$ cat src/design/encoder_detent_and_button_debounce_top_macros.svh
`ifndef ENCODER_DETENT_AND_BUTTON_DEBOUNCE_TOP_MACROS_SVH
`define ENCODER_DETENT_AND_BUTTON_DEBOUNCE_TOP_MACROS_SVH

// check on every edge outside reset
`define ENCDB_ASSERT(lbl, prop, msg) \
   lbl: assert property (@(posedge clock) disable iff (reset) prop) else $error(msg);

// check on every edge, reset included
`define ENCDB_ASSERT_ALWAYS(lbl, prop, msg) \
   lbl: assert property (@(posedge clock) prop) else $error(msg);

`endif

$ cat src/design/encdb_pkg.sv
`timescale 1ns / 1ps
package encdb_pkg;

   localparam int NUM_BUTTONS   = 4;
   localparam int DETENT_SHIFT  = 2;
   localparam int TRANS_PER_DETENT = 1 << DETENT_SHIFT;

   localparam logic        MODE_INIT   = 1'b0;
   localparam logic        MODE_SAMPLE = 1'b1;

   localparam logic        REG_DIR_REVERSED = 1'b0;
   localparam logic        REG_DEBOUNCE_MS  = 1'b1;

   localparam logic [9:0]  DEBOUNCE_RESET = 10'd25;

   localparam logic signed [15:0] PENDING_MAX = 16'sd32767;
   localparam logic signed [15:0] PENDING_MIN = -16'sd32767;
   localparam logic signed [7:0]  REPORT_MAX  = 8'sd127;
   localparam logic signed [7:0]  REPORT_MIN  = -8'sd127;

   typedef enum logic [1:0] {
      EDGE_NONE    = 2'd0,
      EDGE_PRESS   = 2'd1,
      EDGE_RELEASE = 2'd2
   } encdb_edge_type;

   typedef struct packed {
      logic fire;
      logic init;
   } encdb_step_type;

endpackage

$ cat src/design/encdb_button.sv
`timescale 1ns / 1ps
module encdb_button (
   input  logic                    clock,
   input  logic                    reset,
   input  encdb_pkg::encdb_step_type step,
   input  logic                    level,
   input  logic [31:0]             now_ms,
   input  logic [9:0]              debounce_ms,
   output encdb_pkg::encdb_edge_type edge_out,
   output logic                    pressed
);
   import encdb_pkg::*;

   logic        raw_ff, raw_in;
   logic        stable_ff, stable_in;
   logic [31:0] change_time_ff, change_time_in;
   logic        cur;
   logic [31:0] elapsed;
   logic        settle;

   assign cur = ~level;

   always_comb begin
      raw_in         = cur;
      change_time_in = (cur != raw_ff) ? now_ms : change_time_ff;
      elapsed        = now_ms - change_time_in;
      settle         = (raw_in != stable_ff) && (elapsed >= {22'd0, debounce_ms});
      stable_in      = stable_ff;
      edge_out       = EDGE_NONE;
      if (step.init) begin
         change_time_in = now_ms;
         stable_in      = cur;
      end else if (settle) begin
         stable_in = raw_in;
         edge_out  = raw_in ? EDGE_PRESS : EDGE_RELEASE;
      end
      pressed = stable_in;
   end

   always_ff @(posedge clock) begin
      if (reset) begin
         raw_ff         <= 1'b0;
         stable_ff      <= 1'b0;
         change_time_ff <= 32'd0;
      end else if (step.fire) begin
         raw_ff         <= raw_in;
         stable_ff      <= stable_in;
         change_time_ff <= change_time_in;
      end
   end

endmodule

$ cat src/design/encdb_detent.sv
`timescale 1ns / 1ps
module encdb_detent (
   input  logic                      clock,
   input  logic                      reset,
   input  encdb_pkg::encdb_step_type step,
   input  logic                      reanchor,
   input  logic [31:0]               encoder_count,
   input  logic [1:0]                encoder_phase,
   input  logic                      direction_reversed,
   output logic signed [7:0]         encoder_delta
);
   import encdb_pkg::*;

   logic [31:0]        last_count_ff, last_count_in;
   logic [1:0]         rest_phase_ff, rest_phase_in;
   logic signed [2:0]  partial_ff, partial_in;
   logic signed [15:0] pending_ff, pending_in;

   logic signed [31:0] diff;
   logic signed [32:0] acc;
   logic               neg;
   logic               at_rest;
   logic [32:0]        mag;
   logic [32:0]        quot;
   logic [DETENT_SHIFT-1:0] rem;
   logic [15:0]        quot_sat;
   logic signed [17:0] step_detents;
   logic signed [17:0] pend_sum;
   logic signed [15:0] pend_mid;
   logic signed [2:0]  partial_upd;
   logic signed [7:0]  bounded;

   always_comb begin
      diff     = encoder_count - last_count_ff;
      acc      = {diff[31], diff} + {{30{partial_ff[2]}}, partial_ff};
      neg      = acc[32];
      mag      = neg ? 33'(-acc) : 33'(acc);
      at_rest  = (encoder_phase == rest_phase_ff);
      quot     = at_rest ? ((mag + 33'd1) >> DETENT_SHIFT) : (mag >> DETENT_SHIFT);
      rem      = at_rest ? '0 : mag[DETENT_SHIFT-1:0];
      quot_sat = (|quot[32:16]) ? 16'hFFFF : quot[15:0];
      step_detents = neg ? -$signed({2'b00, quot_sat}) : $signed({2'b00, quot_sat});
      pend_sum = {{2{pending_ff[15]}}, pending_ff} + step_detents;
      partial_upd = neg ? -$signed(3'({1'b0, rem})) : $signed(3'({1'b0, rem}));

      if (diff == 32'sd0) begin
         pend_mid   = pending_ff;
         partial_in = partial_ff;
      end else begin
         partial_in = partial_upd;
         if (pend_sum > 18'(PENDING_MAX)) begin
            pend_mid = PENDING_MAX;
         end else if (pend_sum < 18'(PENDING_MIN)) begin
            pend_mid = PENDING_MIN;
         end else begin
            pend_mid = pend_sum[15:0];
         end
      end

      if (pend_mid > 16'(REPORT_MAX)) begin
         bounded = REPORT_MAX;
      end else if (pend_mid < 16'(REPORT_MIN)) begin
         bounded = REPORT_MIN;
      end else begin
         bounded = pend_mid[7:0];
      end

      pending_in    = pend_mid - 16'(bounded);
      last_count_in = encoder_count;
      rest_phase_in = rest_phase_ff;
      encoder_delta = direction_reversed ? -bounded : bounded;

      if (reanchor) begin
         rest_phase_in = encoder_phase;
         partial_in    = 3'sd0;
      end
      if (step.init) begin
         rest_phase_in = encoder_phase;
         partial_in    = 3'sd0;
         pending_in    = 16'sd0;
         encoder_delta = 8'sd0;
      end
   end

   always_ff @(posedge clock) begin
      if (reset) begin
         last_count_ff <= 32'd0;
         rest_phase_ff <= 2'd0;
         partial_ff    <= 3'sd0;
         pending_ff    <= 16'sd0;
      end else if (step.fire) begin
         last_count_ff <= last_count_in;
         rest_phase_ff <= rest_phase_in;
         partial_ff    <= partial_in;
         pending_ff    <= pending_in;
      end
   end

endmodule

$ cat src/design/encoder_detent_and_button_debounce_top.sv
// Path: an accepted input word is held in the input register, and its result word in the result register.
// Throughput: one word per cycle; the input register holds only while the
// result register is stalled and full.
// Reset: synchronous; clears encoder anchors, button state and both valids,
// and loads direction_reversed 0 and debounce_ms 25.
`timescale 1ns / 1ps
`include "encoder_detent_and_button_debounce_top_macros.svh"
module encoder_detent_and_button_debounce_top (
   input  logic               clock,
   input  logic               reset,
   input  logic               req_valid,
   output logic               req_stall,
   input  logic               req_mode,
   input  logic [31:0]        req_now_ms,
   input  logic [3:0]         req_raw_levels,
   input  logic [31:0]        req_encoder_count,
   input  logic [1:0]         req_encoder_phase,
   output logic               rsp_valid,
   input  logic               rsp_stall,
   output logic signed [7:0]  rsp_encoder_delta,
   output logic [1:0]         rsp_push_edge,
   output logic               rsp_push_pressed,
   output logic [1:0]         rsp_transport_edge,
   output logic               rsp_transport_pressed,
   output logic [1:0]         rsp_tap_edge,
   output logic               rsp_tap_pressed,
   output logic [1:0]         rsp_back_edge,
   output logic               rsp_back_pressed,
   input  logic               psel,
   input  logic               penable,
   input  logic               pwrite,
   input  logic [2:0]         paddr,
   input  logic [31:0]        pwdata,
   output logic [31:0]        prdata,
   output logic               pready
);
   import encdb_pkg::*;

   logic        dir_rev_ff;
   logic [9:0]  debounce_ff;
   logic        csr_write;

   logic        in_valid_ff, in_valid_in;
   logic        in_mode_ff;
   logic [31:0] in_now_ff;
   logic [3:0]  in_levels_ff;
   logic [31:0] in_count_ff;
   logic [1:0]  in_phase_ff;

   logic           out_free;
   logic           advance;
   encdb_step_type step;

   encdb_edge_type     edge_w [NUM_BUTTONS];
   logic [NUM_BUTTONS-1:0] pressed_w;
   logic signed [7:0]  delta_w;
   logic               reanchor;

   logic               rsp_valid_ff, rsp_valid_in;
   logic signed [7:0]  delta_ff;
   encdb_edge_type     edge_ff [NUM_BUTTONS];
   logic [NUM_BUTTONS-1:0] pressed_ff;

   // configuration port
   assign pready    = 1'b1;
   assign csr_write = psel && penable && pwrite && pready;

   always_comb begin
      unique case (paddr[2])
         REG_DIR_REVERSED: prdata = {31'd0, dir_rev_ff};
         REG_DEBOUNCE_MS:  prdata = {22'd0, debounce_ff};
         default:          prdata = 32'd0;
      endcase
   end

   always_ff @(posedge clock) begin
      if (reset) begin
         dir_rev_ff  <= 1'b0;
         debounce_ff <= DEBOUNCE_RESET;
      end else if (csr_write) begin
         unique case (paddr[2])
            REG_DIR_REVERSED: dir_rev_ff  <= pwdata[0];
            REG_DEBOUNCE_MS:  debounce_ff <= pwdata[9:0];
            default: ;
         endcase
      end
   end

   // input register
   assign out_free    = !rsp_valid_ff || !rsp_stall;
   assign advance     = in_valid_ff && out_free;
   assign req_stall   = in_valid_ff && !out_free;
   assign in_valid_in = req_stall ? in_valid_ff : req_valid;

   assign step.fire = advance;
   assign step.init = advance && (in_mode_ff == MODE_INIT);

   always_ff @(posedge clock) begin
      if (reset) begin
         in_valid_ff <= 1'b0;
      end else begin
         in_valid_ff <= in_valid_in;
      end
   end

   always_ff @(posedge clock) begin
      if (req_valid && !req_stall) begin
         in_mode_ff   <= req_mode;
         in_now_ff    <= req_now_ms;
         in_levels_ff <= req_raw_levels;
         in_count_ff  <= req_encoder_count;
         in_phase_ff  <= req_encoder_phase;
      end
   end

   // per-word update
   for (genvar b = 0; b < NUM_BUTTONS; b++) begin : g_button
      encdb_button u_button (
         .clock       (clock),
         .reset       (reset),
         .step        (step),
         .level       (in_levels_ff[b]),
         .now_ms      (in_now_ff),
         .debounce_ms (debounce_ff),
         .edge_out    (edge_w[b]),
         .pressed     (pressed_w[b])
      );
   end

   assign reanchor = (edge_w[0] == EDGE_RELEASE);

   encdb_detent u_detent (
      .clock              (clock),
      .reset              (reset),
      .step               (step),
      .reanchor           (reanchor),
      .encoder_count      (in_count_ff),
      .encoder_phase      (in_phase_ff),
      .direction_reversed (dir_rev_ff),
      .encoder_delta      (delta_w)
   );

   // result register
   always_comb begin
      rsp_valid_in = rsp_valid_ff;
      if (advance) begin
         rsp_valid_in = 1'b1;
      end else if (!rsp_stall) begin
         rsp_valid_in = 1'b0;
      end
   end

   always_ff @(posedge clock) begin
      if (reset) begin
         rsp_valid_ff <= 1'b0;
      end else begin
         rsp_valid_ff <= rsp_valid_in;
      end
   end

   always_ff @(posedge clock) begin
      if (advance) begin
         delta_ff   <= delta_w;
         edge_ff    <= edge_w;
         pressed_ff <= pressed_w;
      end
   end

   assign rsp_valid             = rsp_valid_ff;
   assign rsp_encoder_delta     = delta_ff;
   assign rsp_push_edge         = edge_ff[0];
   assign rsp_push_pressed      = pressed_ff[0];
   assign rsp_transport_edge    = edge_ff[1];
   assign rsp_transport_pressed = pressed_ff[1];
   assign rsp_tap_edge          = edge_ff[2];
   assign rsp_tap_pressed       = pressed_ff[2];
   assign rsp_back_edge         = edge_ff[3];
   assign rsp_back_pressed      = pressed_ff[3];

   `ENCDB_ASSERT_ALWAYS(a_reset_clears_rsp, reset |=> !rsp_valid_ff, "result valid after reset")
   `ENCDB_ASSERT(a_input_holds, in_valid_ff && !out_free |=> in_valid_ff && $stable(in_count_ff), "held word lost")
   `ENCDB_ASSERT(a_delta_range, rsp_valid_ff |-> delta_ff != -8'sd128, "delta out of range")
   `ENCDB_ASSERT(a_press_state, rsp_valid_ff && edge_ff[0] == EDGE_PRESS |-> pressed_ff[0], "press edge without pressed state")
   `ENCDB_ASSERT(a_release_state, rsp_valid_ff && edge_ff[0] == EDGE_RELEASE |-> !pressed_ff[0], "release edge with pressed state")

endmodule
$ cat config.mk
export PLATFORM = sky130hd
export DESIGN_NAME = encoder_detent_and_button_debounce_top
export DESIGN_NICKNAME = d
export VERILOG_FILES = /design/src/design/encdb_pkg.sv /design/src/design/encdb_button.sv /design/src/design/encdb_detent.sv /design/src/design/encoder_detent_and_button_debounce_top.sv
export VERILOG_INCLUDE_DIRS = /design/src /design/src/design
export SDC_FILE = /design/constraint.sdc
export NUM_CORES = 1
export LEC_CHECK = 0
export BUFFER_PORTS_ARGS = -buffer_cell sky130_fd_sc_hd__buf_2
export CELL_PAD_IN_SITES_DETAIL_PLACEMENT = 1
export CELL_PAD_IN_SITES_GLOBAL_PLACEMENT = 1
export CORE_MARGIN = 1
export CORE_UTILIZATION = 40
export CTS_BUF_LIST = sky130_fd_sc_hd__clkbuf_2 sky130_fd_sc_hd__clkbuf_4 sky130_fd_sc_hd__clkbuf_8
export CTS_CLUSTER_SIZE = 8
export DETAILED_ROUTE_END_ITERATION = 16
export GPL_TIMING_DRIVEN = 0
export PLACE_DENSITY = 0.72
export RECOVER_POWER = 25
export SYNTH_ARGS = -nofsm -noshare
export SYNTH_HDL_FRONTEND = slang
export SYNTH_SLANG_ARGS = --single-unit
$ cat constraint.sdc
create_clock -name clock -period 17.46 [get_ports clock]
set_input_delay 0.873 -clock clock [delete_from_list [all_inputs] [get_ports clock]]
set_output_delay 0.873 -clock clock [all_outputs]
set_load 0.005 [all_outputs]
# [Word-level counts from Yosys, hierarchy flattened]
# Index checks and enable logic that the tools add are counted.
[word_totals] in_bits=113 wordCells=141 ff_bits=293
[op_classes] n_reduce_logical=25 addsub=13 eq_ne=12 n_lt_le_gt_ge=8 bitwise_logic=9 n_mux=43
[op_table] cell="$mux W32" n=8
[op_table] cell="$sub A32 B32 Y32" n=5
[op_table] cell="$ge A32 B10 Y1" n=4
[op_table] cell="$mux W16" n=5
[op_table] cell="$pmux W32 S2" n=1
[op_table] cell="$add A32 B3 Y33" n=1
[op_table] cell="$add A33 B1 Y33 const B" n=1
[op_table] cell="$mux W33" n=1
[op_table] cell="$neg A33 Y33" n=1
[op_table] cell="$logic_not A32 Y1" n=1
[op_table] cell="$mux W31" n=1
[op_table] cell="$mux W8" n=3
[op_table] cell="$add A18 B18 Y18" n=1
[op_table] cell="$gt A18 B16 Y1 const B" n=1
[op_table] cell="$lt A18 B16 Y1 const B" n=1
[op_table] cell="$mux W18" n=1
[op_table] cell="$mux W2" n=9
[op_table] cell="$neg A16 Y18" n=1
[op_table] cell="$reduce_or A17 Y1" n=1
[op_table] cell="$gt A16 B8 Y1 const B" n=1
[op_table] cell="$lt A16 B8 Y1 const B" n=1
[op_table] cell="$sub A16 B8 Y16" n=1
[op_table] cell="$mux W3" n=4
[op_table] cell="$logic_and A1 B1 Y1" n=10
[op_table] cell="14 further kinds" n=46

# [Logic depth before layout (Yosys ltp)]
# Gate-level depths: netlist (run 1).
[logic_depth] word_depth=20 ltp_mapped=68

# [Hierarchy]
# From an unflattened synthesis (run 1), not the netlist that was laid out.
[hier_totals] hier_cells=4333 area_unflattened_um2=32726.4
[modules_own_cells] mod="encdb_button at g_button[0].u_button ..." cells_each=602 n_inst=3 area_each_um2=4279.1
[modules_own_cells] mod="encdb_detent" cells_each=1691 n_inst=1 area_each_um2=11755.0
[modules_own_cells] mod="encdb_button at g_button[1].u_button" cells_each=648 n_inst=1 area_each_um2=4555.6
[modules_own_cells] mod="encoder_detent_and_button_debounce_top" cells_each=188 n_inst=1 area_each_um2=3578.4

# [Worst setup path before layout (run 1)]
# OpenSTA, ideal clock, no wires.
[synth_path] path_type="reg-to-reg" from="register in_count_ff[0]" to="register u_detent.pending_ff[14]" setup_slack_ns=2.476 path_buffers=5 setup_time_ns=0.120 stages_incl_launch_ff=66 t_arrival_ns=14.864 synth_period_minus_slack_ns=14.984 cell_sequence="edfxtp_1 -> inv_1 -> ha_1 -> fa_1 -> nor2b_1 -> o31a_1 -> o31ai_1 -> a211oi_1 -> o311a_1 -> nor2_1 -> o31ai_1 -> o41ai_1 -> o21ai_0 -> a21oi_1 -> xnor2_1 -> ha_1 -> clkbuf_1 -> and3_1 -> [... 30 more ...] -> or2_2 -> nor4_4 -> o41ai_4 -> nor2_2 -> a211o_1 -> o41a_1 -> buf_2 -> buf_2 -> nor3_2 -> inv_1 -> ha_1 -> fa_1 -> inv_1 -> nor4_2 -> nor4b_4 -> o22ai_1 -> mux2i_1 -> a211o_1"
[synth_via] elab_chain_cells=20 elab_cells_between_ends=23 cone_classes="add/sub (7); order compare (4); mux (10); reduce/logical (2)"
[synth_lines] element="from (decl)" line="encoder_detent_and_button_debounce_top.sv:47" text="logic [31:0] in_count_ff;"
[synth_lines] element="from (signal assigned)" line="encoder_detent_and_button_debounce_top.sv:111" text="in_count_ff <= req_encoder_count;"
[synth_lines] element="$sub A32 B32 Y32 *" line="encdb_detent.sv:34" text="diff = encoder_count - last_count_ff;"
[synth_lines] element="$add A32 B3 Y33" line="encdb_detent.sv:35" text="acc = {diff[31], diff} + {{30{partial_ff[2]}}, partial_ff};"
[synth_lines] element="$neg A33 Y33" line="encdb_detent.sv:37" text="mag = neg ? 33'(-acc) : 33'(acc);"
[synth_lines] element="$mux W33" line="encdb_detent.sv:37"
[synth_lines] element="$add A33 B1 Y33" line="encdb_detent.sv:39" text="quot = at_rest ? ((mag + 33'd1) >> DETENT_SHIFT) : (mag >> DETENT_SHIFT);"
[synth_lines] element="$mux W31" line="encdb_detent.sv:39"
[synth_lines] element="$reduce_or A17 Y1" line="encdb_detent.sv:41" text="quot_sat = (|quot[32:16]) ? 16'hFFFF : quot[15:0];"
[synth_lines] element="$mux W16" line="encdb_detent.sv:41"
[synth_lines] element="[... 5 more ...]"
[synth_lines] element="$mux W16" line="encdb_detent.sv:51" text="if (pend_sum > 18'(PENDING_MAX)) begin"
[synth_lines] element="$mux W16 *" line="encdb_detent.sv:46" text="if (diff == 32'sd0) begin"
[synth_lines] element="$lt A16 B8 Y1" line="encdb_detent.sv:62" text="end else if (pend_mid < 16'(REPORT_MIN)) begin"
[synth_lines] element="$mux W8" line="encdb_detent.sv:62"
[synth_lines] element="$mux W8 *" line="encdb_detent.sv:60" text="if (pend_mid > 16'(REPORT_MAX)) begin"
[synth_lines] element="via u_detent.bounded[0]" line="encdb_detent.sv:31" text="logic signed [7:0] bounded;"
[synth_lines] element="$sub A16 B8 Y16 *" line="encdb_detent.sv:68" text="pending_in = pend_mid - 16'(bounded);"
[synth_lines] element="$mux W16 *" line="encdb_detent.sv:77" text="if (step.init) begin"
[synth_lines] element="to (signal assigned)" line="encdb_detent.sv:95" text="pending_ff <= pending_in;"
[synth_lines] element="to (decl)" line="encdb_detent.sv:17" text="logic signed [15:0] pending_ff, pending_in;"
# The timed path passes the listed nets; every way through them passes the cells marked *.
# A chain may end at the register's enable or synchronous reset.

# [Final worst setup path (run 1)]
# Same ends and word-level chain as after synthesis.

==> PnR_summary.wiki, run 1 <==
{| class="wikitable"
! Metric !! Value
|-
| Setup crit start kind || register
|-
| IR drop worst, VDD || 0.115 mV
|-
| Initial Utilization || 0.407
|-
| Most common library cell in the layout ignoring fill and taps || sky130_fd_sc_hd__nand2_1
|-
| Die area || 69800 sq um
|-
| Commonest cells after routing, fill and taps aside || 496 x sky130_fd_sc_hd__nand2_1, 377 x sky130_fd_sc_hd__a21oi_1, 282 x sky130_fd_sc_hd__nor2_1
|-
| Hold crit path type || in -> reg
|-
| Predominant post-synthesis flop cell || sky130_fd_sc_hd__dfxtp_1
|-
| Count of unique library cells instantiated by Yosys || 106
|-
| Layout cell share with drive strength beyond 1 || 0.0963
|-
| Ports placed on the boundary || 168
|-
| Vias in the first global route || 27000
|-
| Post-synthesis instance area || 27500 sq um
|-
| Endpoint arrival time on the critical path || 17110 ps
|-
| Minimum setup slack after placement || -1350 ps
|-
| Normalized max-slew margin || -0.269
|-
| Cell type contributing the most total cell area after synthesis || sky130_fd_sc_hd__dfxtp_1
|-
| Detailed-routing iteration count for the pre-antenna-repair pass || 5
|-
| Sequential Area || 6780 sq um
|-
| Cells on Worst Hold Path || 1
|-
| Initial DRC count || 1216
|-
| Worst setup path class || reg -> reg
|-
| Worst setup startpoint || in_count_ff[0]
|-
| Maximum number of pins on one net before global-route repair || 33
|-
| Global-route usage over all layers || 0.251
|-
| Start of the worst register-to-register path || in_count_ff[0]
|-
| FMAX || just over 60 MHz
|-
| Sequential element share of the synthesized area || 0.247
|-
| Count of max-cap constraint violations || 3
|-
| Count of antenna-violating nets left after detailed routing || 0
|-
| Filler Cells Inserted || 8500
|-
| Hold path startpoint || req_now_ms[28]
|-
| Async S/R FF share, synth || 0
|-
| Post-synth top area share || 0.147
|-
| Violations in the final reports || capacitance limit, slew limit
|-
| End of the worst register-to-register path || u_detent.pending_ff[14]
|-
| R2R setup slack || between 800 and 900 ps
|-
| Switch Pwr || 1880 uW
|-
| Clock network fraction of total power || 0.183
|-
| Yosys warning count || 0
|-
| Cells on worst reg2reg path || between 60 and 70
|-
| Die outline width || 264 um
|-
| CP max-delay cell || sky130_fd_sc_hd__or4_4
|-
| Type of destination of the critical path || register
|-
| Clock tree buffer depth || 3
|-
| Routing usage on met2 || 0.437
|-
| CP Data Required Time || about 18000 ps
|-
| DP Wirelength || 71.4 mm
|-
| Count of nets after finishing || 4126
|-
| Mean number of vias per cell || roughly 5.7
|-
| Time the worst path needs with I/O delays and setup || 16560 ps
|-
| Number of flops mapped to enable cells by yosys || 91
|-
| # hold bufs at CTS || 0
|-
| Worst-path fanout max || 10
|-
| Worst-Margin Slew || 1900 ps
|-
| Clock tree from TritonCTS || built
|-
| Cell area power density || 130 nW/um^2
|-
| Internal power summed over all cells || 2100 uW
|-
| Fraction of power spent switching nets || 0.473
|-
| Final worst path period share || 0.949
|-
| Routed wire length per instance || around 19 um
|-
| Relative contribution of sequential cells to total power || 0.203
|-
| Root Buffer || sky130_fd_sc_hd__clkbuf_8
|-
| P&R area growth vs syn || 11.5%
|-
| Count of clock tree sinks || 293
|-
| Global routing met1 resource utilization || 0.319
|-
| Routed WL || 88.7 mm
|-
| Outcome || complete, but fails checks
|-
| Final count of pins violating max slew || 76
|-
| Clock latency at the later pin of the worst-skew pair || 680 ps
|-
| First-pass GRT wire length || 143 mm
|-
| Number of standard cells after synthesis || 3543
|-
| Die Y || 264 um
|-
| Post-route clock skew || roughly 54 ps
|-
| Top cells by area in the synthesized netlist || sky130_fd_sc_hd__dfxtp_1 15%, sky130_fd_sc_hd__ha_1 12%, sky130_fd_sc_hd__edfxtp_1 9.9%
|-
| Total CTS buffers || 57
|-
| Vias || 26800
|-
| Final Hold Fails || 0
|-
| Clock-pin slew on the worst setup and hold paths || approximately 60 ps
|-
| Post-Route Hold Slack || 368 ps
|-
| Initial antenna violation count || 5
|-
| # DRC || 0
|-
| Final Setup Violations || 0
|-
| Remaining global-route overflow || 0
|-
| Fraction of met3 tracks used by global routing || 0.0237
|-
| Combinational share of power || 0.614
|-
| Leak Pwr || 0.0122 uW
|-
| Area of combinational cells with multiple inputs || 19500 sq um
|-
| Least setup slack across all paths after layout || 896 ps
|-
| Average cell area after synthesis || just under 8 sq um
|-
| Placeable core area || 67500 sq um
|-
| H-tree Lvls || 2
|-
| Flip-flop and latch count after synthesis || 293
|-
| Min-Delay Endpoint || in_now_ff[28]
|-
| Highest cell delay on the worst timing path || 530 ps
|-
| Number of port buffers || 119
|-
| Gp weighted congestion || 0.894
|-
| Number of rows created at floorplan || between 90 and 100
|-
| Global routing's busiest layer || met2
|}
[worst max-delay path, delay by kind of cell (launching register included)]
| kind | cells | cell delay [ps] |
|---|---|---|
| compound gates | 24 | 6230 |
| simple gates | 21 | 5380 |
| fa+ha+maj | 7 | 2240 |
| buf+inv | 9 | 1530 |
| xor+xnor | 3 | 470 |
| flops | 1 | 370 |
| mux | 1 | 150 |
[kinds of logic (layout without fill, tap and decap cells)]
logic type,Yosys count,in the layout,synth area share
fa+ha+maj,268,268,0.124
mux,150,150,0.0550
compound gates,1027,1027,0.243
xor+xnor,180,180,0.0576
flops,293,293,0.247
simple gates,1281,1281,0.223
buf+inv,342,569,0.0510
other cells,2,25,0.000273
[synth_stat cells (28+ instances only)]
library cell               instances
sky130_fd_sc_hd__nand4_1          38
sky130_fd_sc_hd__nor2_1          282
sky130_fd_sc_hd__a31oi_1          31
sky130_fd_sc_hd__dfxtp_1         202
sky130_fd_sc_hd__inv_1           154
sky130_fd_sc_hd__o21a_1           43
sky130_fd_sc_hd__nor3_1           85
sky130_fd_sc_hd__a21o_1           45
sky130_fd_sc_hd__a211oi_1         32
sky130_fd_sc_hd__and3_1           28
sky130_fd_sc_hd__a21oi_1         377
sky130_fd_sc_hd__nand2b_1         41
sky130_fd_sc_hd__nand2_1         496
sky130_fd_sc_hd__nand3_1          78
sky130_fd_sc_hd__o21ai_0         169
sky130_fd_sc_hd__edfxtp_1         91
sky130_fd_sc_hd__nor2b_1          38
sky130_fd_sc_hd__xor2_1           48
sky130_fd_sc_hd__clkbuf_1        132
sky130_fd_sc_hd__nor4_1           29
sky130_fd_sc_hd__mux2i_1         142
sky130_fd_sc_hd__ha_1            260
sky130_fd_sc_hd__or3_1            42
sky130_fd_sc_hd__xnor2_1         131
[area by class of cell]
| cell class | count | share of cell area |
|---|---|---|
| Sequential cell | 293 | 0.221 |
| Antenna cell | 2 | 0.000163 |
| Clock inverter | 18 | 0.00412 |
| Tap cell | 873 | 0.0356 |
| Clock buffer | 87 | 0.0350 |
| Timing Repair Buffer | 126 | 0.0211 |
| Inverter | 155 | 0.0190 |
| Multi-Input combinational cell | 2929 | 0.637 |
| Buffer | 183 | 0.0266 |
[state kept, by name, indices dropped and copies added (netlist names), 3 cells and up]
register,count
g_button.u_button.change_time_ff,128
in_count_ff,32
in_now_ff,32
u_detent.last_count_ff,32
u_detent.pending_ff,16
debounce_ff,10
rsp_encoder_delta,8
g_button.u_button.raw_ff,4
g_button.u_button.stable_ff,4
in_levels_ff,4
pressed_ff,4
u_detent.partial_ff,3
[worst max path at each step]
stage / to / slack [ps]
after floorplan: u_detent.pending_ff[14] / 2480
after detailed placement: u_detent.pending_ff[14] / -1350
after global routing: u_detent.pending_ff[14] / -10
after global placement: u_detent.pending_ff[14] / -1300
after CTS: u_detent.pending_ff[14] / 10
final: u_detent.pending_ff[14] / 900
[power by group through the flow]
stage | registers, uW | clock network (uW) | logic [uW]
after floorplan | 804 | 0 | 1820
after global placement | 824 | 0 | 2340
after detailed placement | 823 | 0 | 2380
after CTS | 809 | 750 | 2420
after global routing | 815 | 779 | 2710
final | 809 | 730 | 2440
[layer usage]
| layer | part of all wire | vias up |
|---|---|---|
| met5 | 0 | - |
| met1 | 0.46 | 13000 |
| met3 | 0.026 | 113 |
| met2 | 0.48 | 326 |
| met4 | 0.034 | 0 |
| li1 | - | 13300 |
[repair_timing]
item / CTS / global route
pin swaps: 2 / 4
endpoints found under the setup margin: 21 / 14
resized for setup: 11 / 26
setup buffers: 2 / 2
[stage by stage]
step           utilization  cell area [sq um]  setup TNS (ps)  power, uW  cells
2_1_floorplan            -              27600               0       2620   3564
3_3_place_gp         0.433              29200          -14230       3160   4556
3_5_place_dp         0.434              29300          -15110       3210   4558
4_1_cts              0.453              30600               0       3970   4664
5_1_grt              0.454              30600           -10.4       4300   4665
6_report             0.454              30600               0       3980   4666
No activity file was read; power rests on OpenSTA's default activity.
==> run 2: changes to the inputs <==
Settings changed: CELL_PAD_IN_SITES_DETAIL_PLACEMENT 1 to not set, CELL_PAD_IN_SITES_GLOBAL_PLACEMENT 1 to not set, PLACE_DENSITY 0.72 to 0.62.
==> run 2 against run 1 <==
  * The flow still finishes with violations (capacitance limit, slew limit)
  * Global-route usage is 2.8 points lower
  * Clock skew down 8.2 ps
  * Combinational power fell by 3%
  * Via count is 2.1% lower
  * Flip-flop and latch count did not move
  * Clock-buffer cell count is 9 lower
  * Register-to-register slack improved by 80 ps
  * First-iteration DRC count is 28% higher
  * Highest routed layer unchanged
==> PnR_summary.wiki, run 2 (synthesis gave the netlist of run 1 again) <==
{| class="wikitable"
! Metric !! Value
|-
| Most common library cell in the layout ignoring fill and taps || sky130_fd_sc_hd__nand2_1
|-
| Ports placed on the boundary || 168
|-
| Initial DRC count || approximately 1600
|-
| Vias in the first global route || 24500
|-
| P&R area growth vs syn || 11.6%
|-
| Number of port buffers || 119
|-
| Most frequent CP cell || sky130_fd_sc_hd__ha_1
|-
| Worst setup path class || reg -> reg
|-
| Layout cell share with drive strength beyond 1 || 0.0938
|-
| Switch Pwr || 1810 uW
|-
| Die outline width || 264 um
|-
| Internal power summed over all cells || about 2100 uW
|-
| Die Y || 264 um
|-
| Routed wire length per instance || between 15 and 20 um
|-
| Worst-Margin Slew || 1910 ps
|-
| Final Setup Violations || 0
|-
| Aggregate negative setup slack || 0 ps
|-
| Clock latency at the later pin of the worst-skew pair || 650 ps
|-
| Fraction of power spent switching nets || 0.457
|-
| Detailed-routing iteration count for the pre-antenna-repair pass || 5
|-
| Type of destination of the critical path || register
|-
| Count of max-cap constraint violations || 2
|-
| Final worst path period share || 0.944
|-
| Highest cell delay on the worst timing path || approximately 570 ps
|-
| H-tree Lvls || 2
|-
| Biggest register || g_button.u_button.change_time_ff
|-
| Worst-path fanout max || 10
|-
| Outcome || complete, but fails checks
|-
| Commonest cells after routing, fill and taps aside || 496 x sky130_fd_sc_hd__nand2_1, 377 x sky130_fd_sc_hd__a21oi_1, 282 x sky130_fd_sc_hd__nor2_1
|-
| CP max-delay cell || sky130_fd_sc_hd__or4_4
|-
| Count of antenna-violating nets left after detailed routing || 0
|-
| Count of clock tree sinks || between 200 and 300
|-
| Leak Pwr || 0.0122 uW
|-
| Clock network fraction of total power || 0.195
|-
| Relative contribution of sequential cells to total power || 0.204
|-
| FMAX || ~60 MHz
|-
| DP Wirelength || roughly 64 mm
|-
| Clock tree buffer depth || 3
|-
| Initial Utilization || 0.407
|-
| CP Data Required Time || 17990 ps
|-
| Minimum setup slack after placement || -886 ps
|-
| Cell area power density || 129 nW/um^2
|-
| Vias || 26200
|-
| Number of rows created at floorplan || 95
|-
| Hold crit path type || in -> reg
|-
| Clock-pin slew on the worst setup and hold paths || about 60 ps
|-
| IR drop worst, VDD || 0.114 mV
|-
| # DRC || 0
|-
| Remaining global-route overflow || 0
|-
| Post-Route Hold Slack || 403 ps
|-
| Violations in the final reports || capacitance limit, slew limit
|-
| Combinational share of power || 0.600
|-
| First-pass GRT wire length || approximately 130 mm
|-
| Clock tree from TritonCTS || built
|-
| Final Hold Fails || 0
|-
| Post-route clock skew || 45.9 ps
|-
| Count of nets after finishing || 4123
|-
| Gp weighted congestion || slightly above 0.9
|-
| Placeable core area || roughly 68000 sq um
|-
| Normalized max-slew margin || -0.273
|-
| Initial antenna violation count || 2
|-
| Endpoint arrival time on the critical path || 17010 ps
|-
| Final count of pins violating max slew || 62
|-
| Number of flip-flops in the largest register || between 100 and 150
|-
| Least setup slack across all paths after layout || 977 ps
|-
| Total CTS buffers || 54
|-
| Root Buffer || sky130_fd_sc_hd__clkbuf_8
|-
| Time the worst path needs with I/O delays and setup || 16480 ps
|-
| Die area || roughly 70000 sq um
|-
| Global-route usage over all layers || 0.222
|-
| Maximum number of pins on one net before global-route repair || 33
|-
| Mean number of vias per cell || 5.63
|-
| Setup crit start kind || register
|-
| Routed WL || 80.0 mm
|}
## run 2: cell types whose count changed in the layout (fill, tap and decap cells not counted), sizes merged
cell | before | now
clkbuf | 229 | 225
bufinv | 1 | 7
buf | 167 | 162
clkinvlp | 3 | 1
## run 2: critical path: cells and delay by family (launching register included)
family | cells | cell delay [ps]
AND/OR/NAND/NOR | 21 | 5480
flip-flops | 1 | 410
multiplexers | 1 | 150
AO/OA/AOI/OAI | 23 | 6130
adder cells (fa/ha/maj) | 6 | 1940
buffers and inverters | 8 | 1480
XOR/XNOR | 4 | 780
## run 2: area by class of cell
cell class,count,area (sq um)
clock buffer,78,967
clock inverter,22,293
antenna,2,5.00
inverter,155,582
multi-input combinational,2929,19500
buffer,185,820
sequential,293,6780
fill,6862,36800
tap,873,1090
timing repair buffer,124,609
## run 2: path summary, 6_finish.rpt
path	startpoint	end	slack, ps	depth (start not counted)
max	in_count_ff[2]	u_detent.pending_ff[14]	980	63
min	req_now_ms[29]	in_now_ff[29]	400	1
max reg2reg	in_count_ff[2]	u_detent.pending_ff[14]	980	63
min reg2reg	g_button[2].u_button.change_time_ff[4]	g_button[2].u_button.change_time_ff[4]	450	2
## run 2: routing by layer
layer | vias up | wire, um | share of wire | global-route usage
li1 | 13300 | - | - | -
met3 | 139 | 3560 | 0.044 | 0.0225
met2 | 584 | 37300 | 0.47 | 0.380
met5 | - | 0 | 0 | 0
met4 | 0 | 2870 | 0.036 | 0.0841
met1 | 12200 | 36200 | 0.45 | 0.288
## run 2: power by group through the flow
stage | Combinational (uW) | Sequential [uW] | Clock [uW]
CTS | 2330 | 808 | 790
global route | 2630 | 814 | 818
global placement | 2300 | 824 | 0
detailed placement | 2310 | 822 | 0
floorplan | 1820 | 804 | 0
finish | 2370 | 809 | 772
## run 2: what timing repair did
action                                  CTS  global route
endpoints found under the setup margin   14            20
hold endpoints to repair                  0             0
resized for setup                         7            25
buffers inserted                          0             3
hold buffers                              0             0
pin swaps                                 1             3
## run 2: stage by stage
step                      cells  power, uW  area [sq um]   util
after floorplan            3564       2620         27600      -
after global placement     4556       3120         29200  0.433
after detailed placement   4558       3140         29300  0.434
after CTS                  4657       3930         30600  0.453
after global routing       4661       4260         30700  0.454
final                      4661       3960         30700  0.454
